### src/fet_pkg.sv
`default_nettype none

package fet_pkg;

  localparam int SAMPLE_BITS = 16;
  localparam int COUNT_BITS  = 24;
  localparam int OUT_BITS    = 4 * SAMPLE_BITS + 2 * COUNT_BITS;
  localparam int OUT_BYTES   = (OUT_BITS + 7) / 8;
  localparam int OUT_DATA_W  = OUT_BYTES * 8;
  localparam int IN_BYTES    = (SAMPLE_BITS + 7) / 8;
  localparam int IN_DATA_W   = IN_BYTES * 8;

  typedef logic signed [SAMPLE_BITS-1:0] sample_t;
  typedef logic        [COUNT_BITS-1:0]  count_t;

  // running per-frame tracking state
  typedef struct packed {
    logic    frame_open;
    sample_t lo;
    sample_t lo2;
    logic    lo2_seen;
    sample_t hi;
    sample_t hi2;
    logic    hi2_seen;
    count_t  lo_cnt;
    count_t  hi_cnt;
  } track_t;

  // one frame summary
  typedef struct packed {
    count_t  max_count;
    count_t  min_count;
    sample_t second_max_value;
    sample_t max_value;
    sample_t second_min_value;
    sample_t min_value;
  } summary_t;

endpackage : fet_pkg

`default_nettype wire

### src/fet_update.sv
`default_nettype none

module fet_update (
  input  fet_pkg::track_t   st,
  input  fet_pkg::sample_t  pixel,
  input  logic              last,
  output fet_pkg::track_t   st_nxt,
  output fet_pkg::summary_t summary
);
  import fet_pkg::*;

  localparam count_t CNT_ONE = count_t'(1);
  localparam count_t CNT_MAX = {COUNT_BITS{1'b1}};

  track_t upd;

  always_comb begin
    upd = st;
    if (!st.frame_open) begin
      upd.lo       = pixel;
      upd.hi       = pixel;
      upd.lo2      = '0;
      upd.hi2      = '0;
      upd.lo2_seen = 1'b0;
      upd.hi2_seen = 1'b0;
      upd.lo_cnt   = CNT_ONE;
      upd.hi_cnt   = CNT_ONE;
    end else begin
      if (pixel < st.lo) begin
        upd.lo2      = st.lo;
        upd.lo2_seen = 1'b1;
        upd.lo       = pixel;
        upd.lo_cnt   = CNT_ONE;
      end else if (pixel == st.lo) begin
        upd.lo_cnt = (st.lo_cnt == CNT_MAX) ? CNT_MAX : st.lo_cnt + CNT_ONE;
      end else if (!st.lo2_seen || pixel < st.lo2) begin
        upd.lo2      = pixel;
        upd.lo2_seen = 1'b1;
      end

      if (pixel > st.hi) begin
        upd.hi2      = st.hi;
        upd.hi2_seen = 1'b1;
        upd.hi       = pixel;
        upd.hi_cnt   = CNT_ONE;
      end else if (pixel == st.hi) begin
        upd.hi_cnt = (st.hi_cnt == CNT_MAX) ? CNT_MAX : st.hi_cnt + CNT_ONE;
      end else if (!st.hi2_seen || pixel > st.hi2) begin
        upd.hi2      = pixel;
        upd.hi2_seen = 1'b1;
      end
    end
    upd.frame_open = !last;
    st_nxt = upd;
  end

  // constant frame or missing runner-up: second extremum falls back to extremum
  always_comb begin
    summary.min_value        = upd.lo;
    summary.max_value        = upd.hi;
    summary.min_count        = upd.lo_cnt;
    summary.max_count        = upd.hi_cnt;
    summary.second_min_value = upd.lo2_seen ? upd.lo2 : upd.lo;
    summary.second_max_value = upd.hi2_seen ? upd.hi2 : upd.hi;
    if (upd.lo == upd.hi) begin
      summary.second_min_value = upd.lo;
      summary.second_max_value = upd.hi;
    end
  end

endmodule : fet_update

`default_nettype wire

### src/frame_extrema_tracker.sv
`default_nettype none
// Frame min/max tracker with runner-up extrema and saturating equal-counts.
// A last pixel's summary word passes through the input register stage, then the output register.
// Throughput: one pixel word per cycle; the only stall is a last pixel whose
// summary cannot enter the output register because the previous one waits.
// Reset (rst_n low, synchronous): both stages empty, next pixel opens a frame.

module frame_extrema_tracker (
  input  logic                         clk,
  input  logic                         rst_n,
  // pixel stream
  input  logic                         in_tvalid,
  output logic                         in_tready,
  input  logic [fet_pkg::IN_DATA_W-1:0] in_tdata,  // [15:0] pixel_value
  input  logic                         in_tlast,  // last_pixel
  // frame summary stream
  output logic                          out_tvalid,
  input  logic                          out_tready,
  // [15:0] min_value, [31:16] second_min_value, [47:32] max_value,
  // [63:48] second_max_value, [87:64] min_count, [111:88] max_count
  output logic [fet_pkg::OUT_DATA_W-1:0] out_tdata
);
  import fet_pkg::*;

  // input register stage
  logic     s1_valid_r, s1_valid_nxt;
  sample_t  s1_pix_r;
  logic     s1_last_r;
  logic     s1_adv;

  // tracking state
  track_t   st_r, st_nxt;
  summary_t summary;

  // output register
  logic     out_valid_r, out_valid_nxt;
  summary_t out_data_r;

  logic     in_fire;
  logic     out_free;

  assign out_free = !out_valid_r || out_tready;
  // a non-last pixel never needs the output slot
  assign s1_adv   = s1_valid_r && (!s1_last_r || out_free);
  assign in_tready = !s1_valid_r || s1_adv;
  assign in_fire  = in_tvalid && in_tready;

  fet_update u_update (
    .st      (st_r),
    .pixel   (s1_pix_r),
    .last    (s1_last_r),
    .st_nxt  (st_nxt),
    .summary (summary)
  );

  always_comb begin
    s1_valid_nxt = s1_valid_r;
    if (in_fire) begin
      s1_valid_nxt = 1'b1;
    end else if (s1_adv) begin
      s1_valid_nxt = 1'b0;
    end
  end

  always_comb begin
    out_valid_nxt = out_valid_r;
    if (s1_adv && s1_last_r) begin
      out_valid_nxt = 1'b1;
    end else if (out_tready) begin
      out_valid_nxt = 1'b0;
    end
  end

  always_ff @(posedge clk) begin
    if (!rst_n) begin
      s1_valid_r  <= 1'b0;
      out_valid_r <= 1'b0;
      st_r        <= '0;
    end else begin
      s1_valid_r  <= s1_valid_nxt;
      out_valid_r <= out_valid_nxt;
      if (s1_adv) begin
        st_r <= st_nxt;
      end
    end
  end

  always_ff @(posedge clk) begin
    if (in_fire) begin
      s1_pix_r  <= sample_t'(in_tdata[SAMPLE_BITS-1:0]);
      s1_last_r <= in_tlast;
    end
    if (s1_adv && s1_last_r) begin
      out_data_r <= summary;
    end
  end

  assign out_tvalid = out_valid_r;
  assign out_tdata  = OUT_DATA_W'(out_data_r);

endmodule : frame_extrema_tracker

`default_nettype wire

### config.mk
export PLATFORM = sky130hd
export DESIGN_NAME = frame_extrema_tracker
export DESIGN_NICKNAME = d
export VERILOG_FILES = /design/src/fet_pkg.sv /design/src/fet_update.sv /design/src/frame_extrema_tracker.sv
export SDC_FILE = /design/constraint.sdc
export NUM_CORES = 1
export LEC_CHECK = 0
export BUFFER_PORTS_ARGS = -buffer_cell sky130_fd_sc_hd__buf_2
export CAP_MARGIN = 20
export CORE_UTILIZATION = 44
export CTS_BUF_LIST = sky130_fd_sc_hd__clkbuf_8
export CTS_CLUSTER_SIZE = 12
export DETAILED_ROUTE_END_ITERATION = 6
export HOLD_SLACK_MARGIN = 0.03
export PLACE_DENSITY_LB_ADDON = 0.25
export REMOVE_ABC_BUFFERS = 1
export SLEW_MARGIN = 5
export SYNTH_ARGS = -nofsm -noshare
export SYNTH_HDL_FRONTEND = slang
export SYNTH_SLANG_ARGS = --single-unit
### constraint.sdc
create_clock -name clk -period 5.44 [get_ports clk]
set_clock_uncertainty 0.1 [all_clocks]
set_input_delay 0.272 -clock clk [delete_from_list [all_inputs] [get_ports clk]]
set_output_delay 0.272 -clock clk [all_outputs]
set_load 0.02 [all_outputs]
==> impl_metrics.csv, run 1 <==
group,metric,value,unit
run_status,status,"finished, final reports clean",
power,vdd_drop_max,170,uV
synth,synthDistinctLibCells,79,
global_route,grt_pass1_wl,53600,um
power,p_leak,6.39,nW
floorplanning,dieArea,31500,sq um
sta,max-slew-margin-rel,26.4,%
floorplanning,start_util,45.3,%
place,io_buffers,134,
global_route,grt.overflow.total,0,
sta,worst_hold_slack,0.262,ns
synth,ys_seq_area_share,45.8,%
power,combPwrFrac,14.7,%
sta,max_freq,201,MHz
sta,worst_slew_pin_slew,1.10,ns
synth,synth.area.top_cells,"edfxtp_1 (29%), dfxtp_1 (17%), ha_1 (6.0%), nand2_1 (5.2%), mux2i_1 (4.5%)",
sta,fin_crit_sh,91.4,%
sta,period_needed,4.97,ns
cells_and_area,multi_input_area,6630,sq um
cts,cts_buffers,43,
cts,htree_levels,2,
power,p_int,3.08,mW
cells_and_area,area_growth,15.5,%
sta,tns,0,ns
critical_path,crit_path_end_kind,"flop",
global_route,antenna_found_initial,0,
routing,drtIter0Drc,727,
critical_path,cp_max_fo,16,
power,p_sw_share,28.3,%
cells_and_area,n_fill_cell,2773,
cts,worstSkewPairLatency,0.56,ns
critical_path,worstRegToRegCells,13,
routing,vias_per_cell,5.47,
critical_path,cp_cell_sequence,"ha_1 > a41o_1 > a21oi_1 > o22ai_1 > o311ai_0 > nand2_2 > o211ai_1 > a31oi_1 > or3_1 > or4b_4 > o221ai_4 > buf_12 > mux2_2",
cells_and_area,final_common_cell,"nand2_1",
cells_and_area,nets,1627,
routing,wirelength,33700,um
power,total_power,4.30,mW
critical_path,start_kind,"flop",
place,gp_congestion,0.893,
floorplanning,ioPinCount,135,
cts,cts_buffer_depth,3,
place,dp_hpwl,23200,um
synth,syn_area,13600,sq um
cells_and_area,seq_area,6220,sq um
routing,drt_pass1_iterations,6,
cts,ctsHoldBuffers,20,
cts,post_cts_buffers,0,
cells_and_area,n_antenna_cell,0,
routing,route.detailed.drc,0,
job,max_cap_viol_count,0,
synth,async_flop_share,0,%
sta,setup-violations-final,0,
hold_path,hp-class,"in -> reg",
critical_path,critPathKind,"reg -> reg",
hold_path,whs_path_depth,2,
global_route,first_global_vias,10300,
cts,clock-sinks,246,
cts,ctsResizeCount,0,
sta,hold_viol_final,0,
critical_path,worst_ep_required_time,5.65,ns
floorplanning,die_x,178,um
power,p_seq_share,48.5,%
floorplanning,dieHeight,178,um
routing,vias,10800,
critical_path,critPathMaxStageDelay,0.58,ns
power,power_density,275,nW/um^2
synth,synthCells,1397,
cells_and_area,instances_no_fill,1965,
cts,cts_root_buf,"clkbuf_8",
cells_and_area,final_cell_mix,"nand2_1 (188), buf_2 (134), edfxtp_1 (129)",
floorplanning,row_count,63,
global_route,grt_max_degree,75,
synth,postSynthAreaPerCell,9.71,sq um
place,place_inst,1865,
cells_and_area,layout-drive-gt1-share,17.3,%
global_route,grt_usage,21.5,%
cts,path_clk_slew,0.07,ns
routing,post_drt_wl_per_cell,17.1,um
floorplanning,core,30000,sq um
cells_and_area,final_util,52.3,%
sta,rsz0062_at_grt,"no",
critical_path,crit_path_top_delay_cell,"edfxtp_1",
cts,cts_tree,"yes",
routing,drtAntennaViolNets,0,
synth,ys_warn_count,0,
power,p_clk_share,36.8,%
synth,yosys_register_bits,246,
synth,synthFlopType,"edfxtp_1",
power,p_sw,1.22,mW
sta,slew_violations,0,
synth,yosysTopAreaCell,"edfxtp_1",
synth,yosysTopAreaCellShare,28.6,%
critical_path,worstPathArrival,5.18,ns
synth,synth_enable_flop_cells,129,
## path summary, 6_finish.rpt
check	from	slack [ns]	endpoint
worst max-delay path	s1_pix_r[7]$_DFFE_PP_	0.47	out_tdata[20]$_DFFE_PP_
worst min-delay path	rst_n	0.26	st_r[99]$_SDFFE_PN0P_
worst max register to register	s1_pix_r[7]$_DFFE_PP_	0.47	out_tdata[20]$_DFFE_PP_
worst min register to register	st_r[41]$_SDFFE_PN0P_	0.39	st_r[41]$_SDFFE_PN0P_
## cells by family after synthesis
logic type / after synthesis / synth area share [%]
AO/OA/AOI/OAI: 335 / 17.5
XOR/XNOR: 59 / 3.81
adder cells (fa/ha/maj): 65 / 6.00
buffers and inverters: 191 / 5.56
flip-flops: 246 / 45.8
multiplexers: 79 / 6.27
AND/OR/NAND/NOR: 422 / 15.0
## metal layers
layer / part of all wire, % / vias to the layer above / wire (um) / GRT usage, %
li1: - / 5300 / - / -
met1: 47 / 5102 / 15700 / 29.0
met2: 46 / 292 / 15500 / 35.2
met3: 5.2 / 58 / 1760 / 3.64
met4: 2.1 / 0 / 717 / 6.37
met5: 0 / - / 0 / 0
## registers in the layout, summed over array words and instances (netlist names)
name and cells:
s1_valid_r 1, s1_last_r 1, s1_pix_r 16, out_tdata 112
out_tvalid 1, st_r 115
## worst max-delay path: cells and delay by family (launching register included)
kind | cells | cell delay (ns)
AOI/OAI and AO/OA | 7 | 1.80
muxes | 1 | 0.36
buffers and inverters | 1 | 0.21
and+or+nand+nor | 3 | 1.23
adders and majority gates | 1 | 0.42
DFF | 1 | 0.58
## power groups by stage
stage                     Sequential (mW)  Combinational, mW  Clock [mW]
after floorplan                      2.13              0.403           0
after global placement               2.12              0.614           0
after CTS                            2.08              0.633        1.62
final                                2.09              0.634        1.58
after detailed placement             2.12              0.619           0
after global routing                 2.09              0.698        1.72
## through the flow
stage                     area, sq um  setup WS (ns)
final                           15700          0.469
after global routing            15700          0.201
after CTS                       15700          0.443
after detailed placement        14600          0.479
after global placement          14600          0.543
after floorplan                 13200         -0.594
## final cells by class
| type | count | area share, % |
|---|---|---|
| inverters | 102 | 2.44 |
| multi-input cells | 960 | 42.3 |
| repair buffers | 188 | 7.29 |
| clock inverters | 31 | 0.911 |
| flip-flops and latches | 246 | 39.7 |
| clock buffers | 48 | 4.22 |
| well taps | 390 | 3.12 |
## synth_stat cells, drive strengths merged, types with 30 or more instances
cell type and count:
o21ai 34, nand2 190, a21oi 96, edfxtp 129, a21boi 47, nor2 71, xnor2 31, o211a 36
inv 102, ha 65, mux2i 61, nand4 30, clkbuf 69, dfxtp 117
No activity file was read; power rests on OpenSTA's default activity.
==> inputs of run 2 (changes only) <==
Settings changed: SYNTH_HIERARCHICAL set to 1.
==> impl_metrics.csv, run 2 <==
group,metric,value,unit
run_status,status,"finished, final reports clean",
cells_and_area,layout-drive-gt1-share,16.7,%
cells_and_area,instances_no_fill,2009,
synth,yosys_register_bits,246,
cells_and_area,final_common_cell,"nand2_1",
synth,ys_warn_count,6,
critical_path,worst_ep_required_time,5.63,ns
cells_and_area,seq_area,6220,sq um
sta,fin_crit_sh,91.8,%
job,max_cap_viol_count,0,
synth,synth_enable_flop_cells,129,
sta,layout_setup_ws,0.446,ns
cells_and_area,n_antenna_cell,0,
power,p_leak,6.24,nW
cts,cts_root_buf,"clkbuf_8",
power,p_seq_share,48.3,%
place,dp_hpwl,23300,um
floorplanning,row_count,65,
synth,synth.area.top_cells,"edfxtp_1 (27%), dfxtp_1 (16%), mux2i_1 (11%), nand2_1 (7.4%), ha_1 (5.7%)",
floorplanning,dieHeight,182,um
critical_path,crit_family,"simple AND/OR/NAND/NOR gates",
floorplanning,die_x,182,um
cts,cts_buffer_depth,3,
sta,period_needed,4.99,ns
synth,yosysMostFrequentCell,"nand2_1",
place,io_buffers,134,
synth,synthFlopType,"edfxtp_1",
routing,route.detailed.drc,0,
floorplanning,dieArea,33200,sq um
critical_path,crit_path_top_delay_cell,"edfxtp_1",
synth,ys_seq_area_share,43.6,%
cells_and_area,multi_input_area,6690,sq um
cells_and_area,final_cell_mix,"nand2_1 (281), mux2i_1 (157), buf_2 (133)",
synth,yosysTopAreaCellShare,27.1,%
critical_path,cp_cell_sequence,"ha_1 > nand4_2 > nor4_2 > a21bo_2 > a31oi_1 > or2_4 > mux2i_1 > xnor2_1 > nor4_2 > a21oi_2 > o31ai_4 > buf_12 > mux2_4",
floorplanning,ioPinCount,135,
routing,vias,10700,
cts,cts_buffers,42,
routing,drtAntennaViolNets,0,
power,p_sw,1.16,mW
hold_path,hp-class,"in -> reg",
power,p_clk_share,38.6,%
synth,postSynthAreaPerCell,9.53,sq um
power,p_int,3.08,mW
place,gp_congestion,0.896,
power,power_density,270,nW/um^2
sta,slew_violations,0,
synth,synth_common_cells,"nand2_1 (281), mux2i_1 (158), edfxtp_1 (129)",
critical_path,critPathKind,"reg -> reg",
sta,worst_slew_pin_slew,1.10,ns
critical_path,critPathMaxStageDelay,0.56,ns
global_route,grt_usage,20.8,%
critical_path,cpMostUsedCell,"nor4_2",
sta,hold_viol_final,0,
critical_path,worstPathArrival,5.19,ns
critical_path,crit_path_end_kind,"flop",
synth,yosysTopAreaCell,"edfxtp_1",
floorplanning,core,31700,sq um
cts,path_clk_slew,0.06,ns
sta,rsz0062_at_grt,"no",
synth,synthDistinctLibCells,66,
cells_and_area,regMostFlops,"st_r",
cells_and_area,nets,1659,
routing,post_drt_wl_per_cell,17.2,um
cells_and_area,n_fill_cell,3013,
cts,htree_levels,2,
global_route,grt_pass1_wl,55000,um
power,p_sw_share,27.3,%
global_route,first_global_vias,10400,
routing,wirelength,34500,um
floorplanning,start_util,45.0,%
place,pre_cts_slack,0.322,ns
power,total_power,4.24,mW
synth,synthCells,1498,
cells_and_area,largest_reg_flops,115,
critical_path,worstPathBufferInverterCount,1,
sta,max_freq,200,MHz
cells_and_area,area_growth,10.3,%
synth,syn_area,14300,sq um
cells_and_area,final_util,49.6,%
power,vdd_drop_max,208,uV
global_route,antenna_found_initial,0,
global_route,grt_max_degree,141,
critical_path,cp_max_fo,26,
sta,worst_hold_slack,0.231,ns
sta,setup-violations-final,0,
place,place_inst,1911,
cts,cts_tree,"yes",
routing,drt_pass1_iterations,5,
routing,drtIter0Drc,696,
cts,clock-sinks,246,
global_route,grt.overflow.total,0,
critical_path,start_kind,"flop",
routing,vias_per_cell,5.30,
synth,async_flop_share,0,%
sta,max-slew-margin-rel,26.9,%
cts,post_cts_buffers,0,
power,combPwrFrac,13.1,%
cts,worstSkewPairLatency,0.56,ns
[run 2: changes by cell type in the layout (fill, tap and decap cells not counted), moves of 11 or more]
cell	previous run	this run
a21boi_0	47	1
a22oi_1	20	1
and2_1	17	5
mux2_2	6	18
mux2i_1	61	157
nand2_1	188	281
nor2b_1	24	7
o211a_1	36	1
o211ai_1	27	2
o22a_1	0	11
o22ai_1	1	12
[run 2: kinds of logic after synthesis]
| kind of cell | count (synthesis) | share of synthesized area (%) |
|---|---|---|
| xor+xnor | 61 | 3.74 |
| flops | 246 | 43.6 |
| mux | 184 | 13.4 |
| compound gates | 207 | 8.96 |
| simple gates | 480 | 14.9 |
| buf+inv | 255 | 9.67 |
| fa+ha+maj | 65 | 5.70 |
[run 2: area by class of cell]
| cell class | count | area share (%) |
|---|---|---|
| clock buffer | 45 | 3.94 |
| clock inverter | 33 | 1.26 |
| inverter | 99 | 2.36 |
| multi-input combinational | 997 | 42.5 |
| sequential | 246 | 39.5 |
| tap | 402 | 3.20 |
| timing repair buffer | 187 | 7.23 |
[run 2: path summary, 6_finish.rpt]
path | from | end | slack, ns | cells past startpoint
worst max-delay path | s1_pix_r[15]$_DFFE_PP_ | out_tdata[62]$_DFFE_PP_ | 0.45 | 13
worst min-delay path | rst_n | st_r[93]$_SDFFE_PN0P_ | 0.23 | 3
worst max register to register | s1_pix_r[15]$_DFFE_PP_ | out_tdata[62]$_DFFE_PP_ | 0.45 | 13
worst min register to register | st_r[110]$_SDFFE_PN0P_ | st_r[110]$_SDFFE_PN0P_ | 0.36 | 2
[run 2: through the flow]
step	cell area, sq um	setup TNS [ns]
2_1_floorplan	13300	-395.50
3_3_place_gp	14700	0
3_5_place_dp	14700	0
4_1_cts	15700	0
5_1_grt	15700	0
6_report	15700	0
[run 2: power groups by stage]
stage | sequential (mW) | combinational, mW | clock (mW)
floorplan | 2.11 | 0.347 | 0
global route | 2.05 | 0.615 | 1.77
CTS | 2.05 | 0.555 | 1.69
finish | 2.05 | 0.558 | 1.64
global placement | 2.09 | 0.536 | 0
detailed placement | 2.09 | 0.541 | 0
[run 2: tightest hold or removal path, cell delays in order]
cell,delay (ns)
buf_6,0.30
nand2_1,0.17
mux2i_1,0.05
[run 2: layer usage]
| layer | up-vias | part of all wire [%] | global-route usage (%) |
|---|---|---|---|
| met1 | 5003 | 46 | 27.1 |
| li1 | 5281 | - | - |
| met2 | 294 | 46 | 34.7 |
| met5 | - | 0 | 0 |
| met3 | 78 | 4.6 | 3.29 |
| met4 | 0 | 3.4 | 8.37 |
[run 2: timing repair]
action | 4_1_cts | 5_1_grt
endpoints found under the setup margin | 0 | 4
hold buffers | 20 | 0
gates resized for setup | 0 | 1
hold endpoints to repair | 19 | 0
==> inputs of run 3 (changes only) <==
Settings changed: CORE_UTILIZATION 44 to 25, RECOVER_POWER set to 25.
==> impl_metrics.csv, run 3 (same netlist as run 2, synthesis figures left out) <==
group,metric,value,unit
run_status,status,"finished, final reports clean",
sta,tns,0,ns
sta,max_freq,200,MHz
sta,hold_viol_final,0,
cells_and_area,n_antenna_cell,0,
floorplanning,row_count,87,
critical_path,cp_max_fo,17,
cells_and_area,area_growth,13.7,%
critical_path,critPathKind,"reg -> reg",
cells_and_area,final_common_cell,"nand2_1",
routing,route.detailed.drc,0,
power,power_density,275,nW/um^2
place,pre_cts_slack,0.494,ns
global_route,grt.overflow.total,0,
sta,rsz0062_at_grt,"no",
cts,worstSkewPairLatency,0.62,ns
floorplanning,start_util,25.3,%
routing,drtAntennaViolNets,0,
global_route,grt_usage,14.1,%
routing,drtIter0Drc,535,
routing,vias,10800,
cells_and_area,layout-drive-gt1-share,10.3,%
sta,period_needed,5.00,ns
floorplanning,die_x,241,um
cts,cts_root_buf,"clkbuf_8",
place,dp_hpwl,27600,um
cts,clock-sinks,246,
cts,cts_tree,"yes",
routing,drt_pass1_iterations,6,
floorplanning,ioPinCount,135,
critical_path,start_kind,"flop",
global_route,antenna_found_initial,0,
global_route,grt_pass1_wl,62600,um
cells_and_area,final_cell_mix,"nand2_1 (281), mux2i_1 (157), edfxtp_1 (129)",
place,postPlaceCellArea,15200,sq um
cts,path_clk_slew,0.06,ns
cts,cts_buffer_depth,3,
power,vdd_drop_max,148,uV
sta,fin_crit_sh,92.0,%
routing,vias_per_cell,4.53,
floorplanning,dieArea,58000,sq um
power,p_leak,5.98,nW
critical_path,worstPathArrival,5.24,ns
critical_path,crit_path_end_kind,"flop",
routing,wirelength,40900,um
cells_and_area,largest_reg_flops,115,
sta,layout_setup_ws,0.437,ns
sta,setup-violations-final,0,
floorplanning,dieHeight,241,um
cells_and_area,nets,1672,
place,gp_congestion,0.823,
global_route,grt_max_degree,116,
cts,htree_levels,2,
cells_and_area,fin_area,16200,sq um
sta,slew_violations,0,
hold_path,hp-class,"in -> reg",
routing,post_drt_wl_per_cell,17.2,um
place,io_buffers,134,
cells_and_area,regMostFlops,"st_r",
floorplanning,core,56400,sq um
sta,worst_slew_pin_slew,1.04,ns
sta,max-slew-margin-rel,30.8,%
job,max_cap_viol_count,0,
cts,cts_buffers,47,
global_route,first_global_vias,10600,
critical_path,worst_ep_required_time,5.68,ns
[run 3: changes by cell type in the layout (fill, tap and decap cells not counted), sizes merged]
cell    previous run  this run
buf              167        60
clkbuf            45       169
clkinv            17        12
inv              112       117
[run 3: final timing paths]
kind	startpoint	end	slack, ns	cells past startpoint
worst max register to register	st_r[80]$_SDFFE_PN0P_	out_tdata[60]$_DFFE_PP_	0.44	15
worst max-delay path	st_r[80]$_SDFFE_PN0P_	out_tdata[60]$_DFFE_PP_	0.44	15
worst min-delay path	rst_n	st_r[94]$_SDFFE_PN0P_	0.09	3
worst min register to register	st_r[109]$_SDFFE_PN0P_	st_r[109]$_SDFFE_PN0P_	0.36	2
[run 3: metal layers]
metal | up-vias | wire [um] | GRT usage (%)
met3 | 63 | 2070 | 2.81
li1 | 5297 | - | -
met5 | - | 0 | 0
met1 | 5171 | 18600 | 18.2
met2 | 239 | 19400 | 23.6
met4 | 0 | 842 | 4.18
[run 3: final cells by class]
cell class | count | area [sq um]
Clock buffer | 54 | 743
Sequential cell | 246 | 6220
Multi-Input combinational cell | 997 | 6690
Clock inverter | 33 | 190
Fill cell | 6107 | 40200
Timing Repair Buffer | 195 | 1070
Inverter | 99 | 372
Tap cell | 756 | 946
[run 3: where the power goes]
group	switching, mW	leakage [nW]	internal, mW
Sequential	0.0382	2.22	2.01
Clock	0.842	0.540	0.999
Combinational	0.370	3.22	0.210
[run 3: metrics by stage]
step                      cells  total power, mW  utilization [%]  hold WS, ns
final                      2380             4.47             28.8       0.0930
after global routing       2380             4.70             28.8        0.103
after CTS                  2380             4.56             29.0       0.0662
after detailed placement   2273             2.66             27.0        0.349
after global placement     2272             2.66             27.0        0.345
after floorplan            1342             2.45                -        0.271
[run 3: what timing repair did]
item	CTS	global route
hold endpoints to repair	19	0
gates resized for setup	0	0
hold buffers	20	0
buffers inserted	0	0
[run 3: critical path, stage by stage, from the launching register on]
cell,delay (ns)
dfxtp_1,0.41
inv_1,0.07
ha_1,0.35
nand4_2,0.15
o21bai_1,0.11
a2111oi_0,0.68
o31ai_2,0.21
or2_2,0.57
buf_4,0.27
nor4_1,0.26
nor3_1,0.11
a32oi_1,0.20
nand4_1,0.26
o31ai_4,0.30
buf_4,0.36
mux2_4,0.34
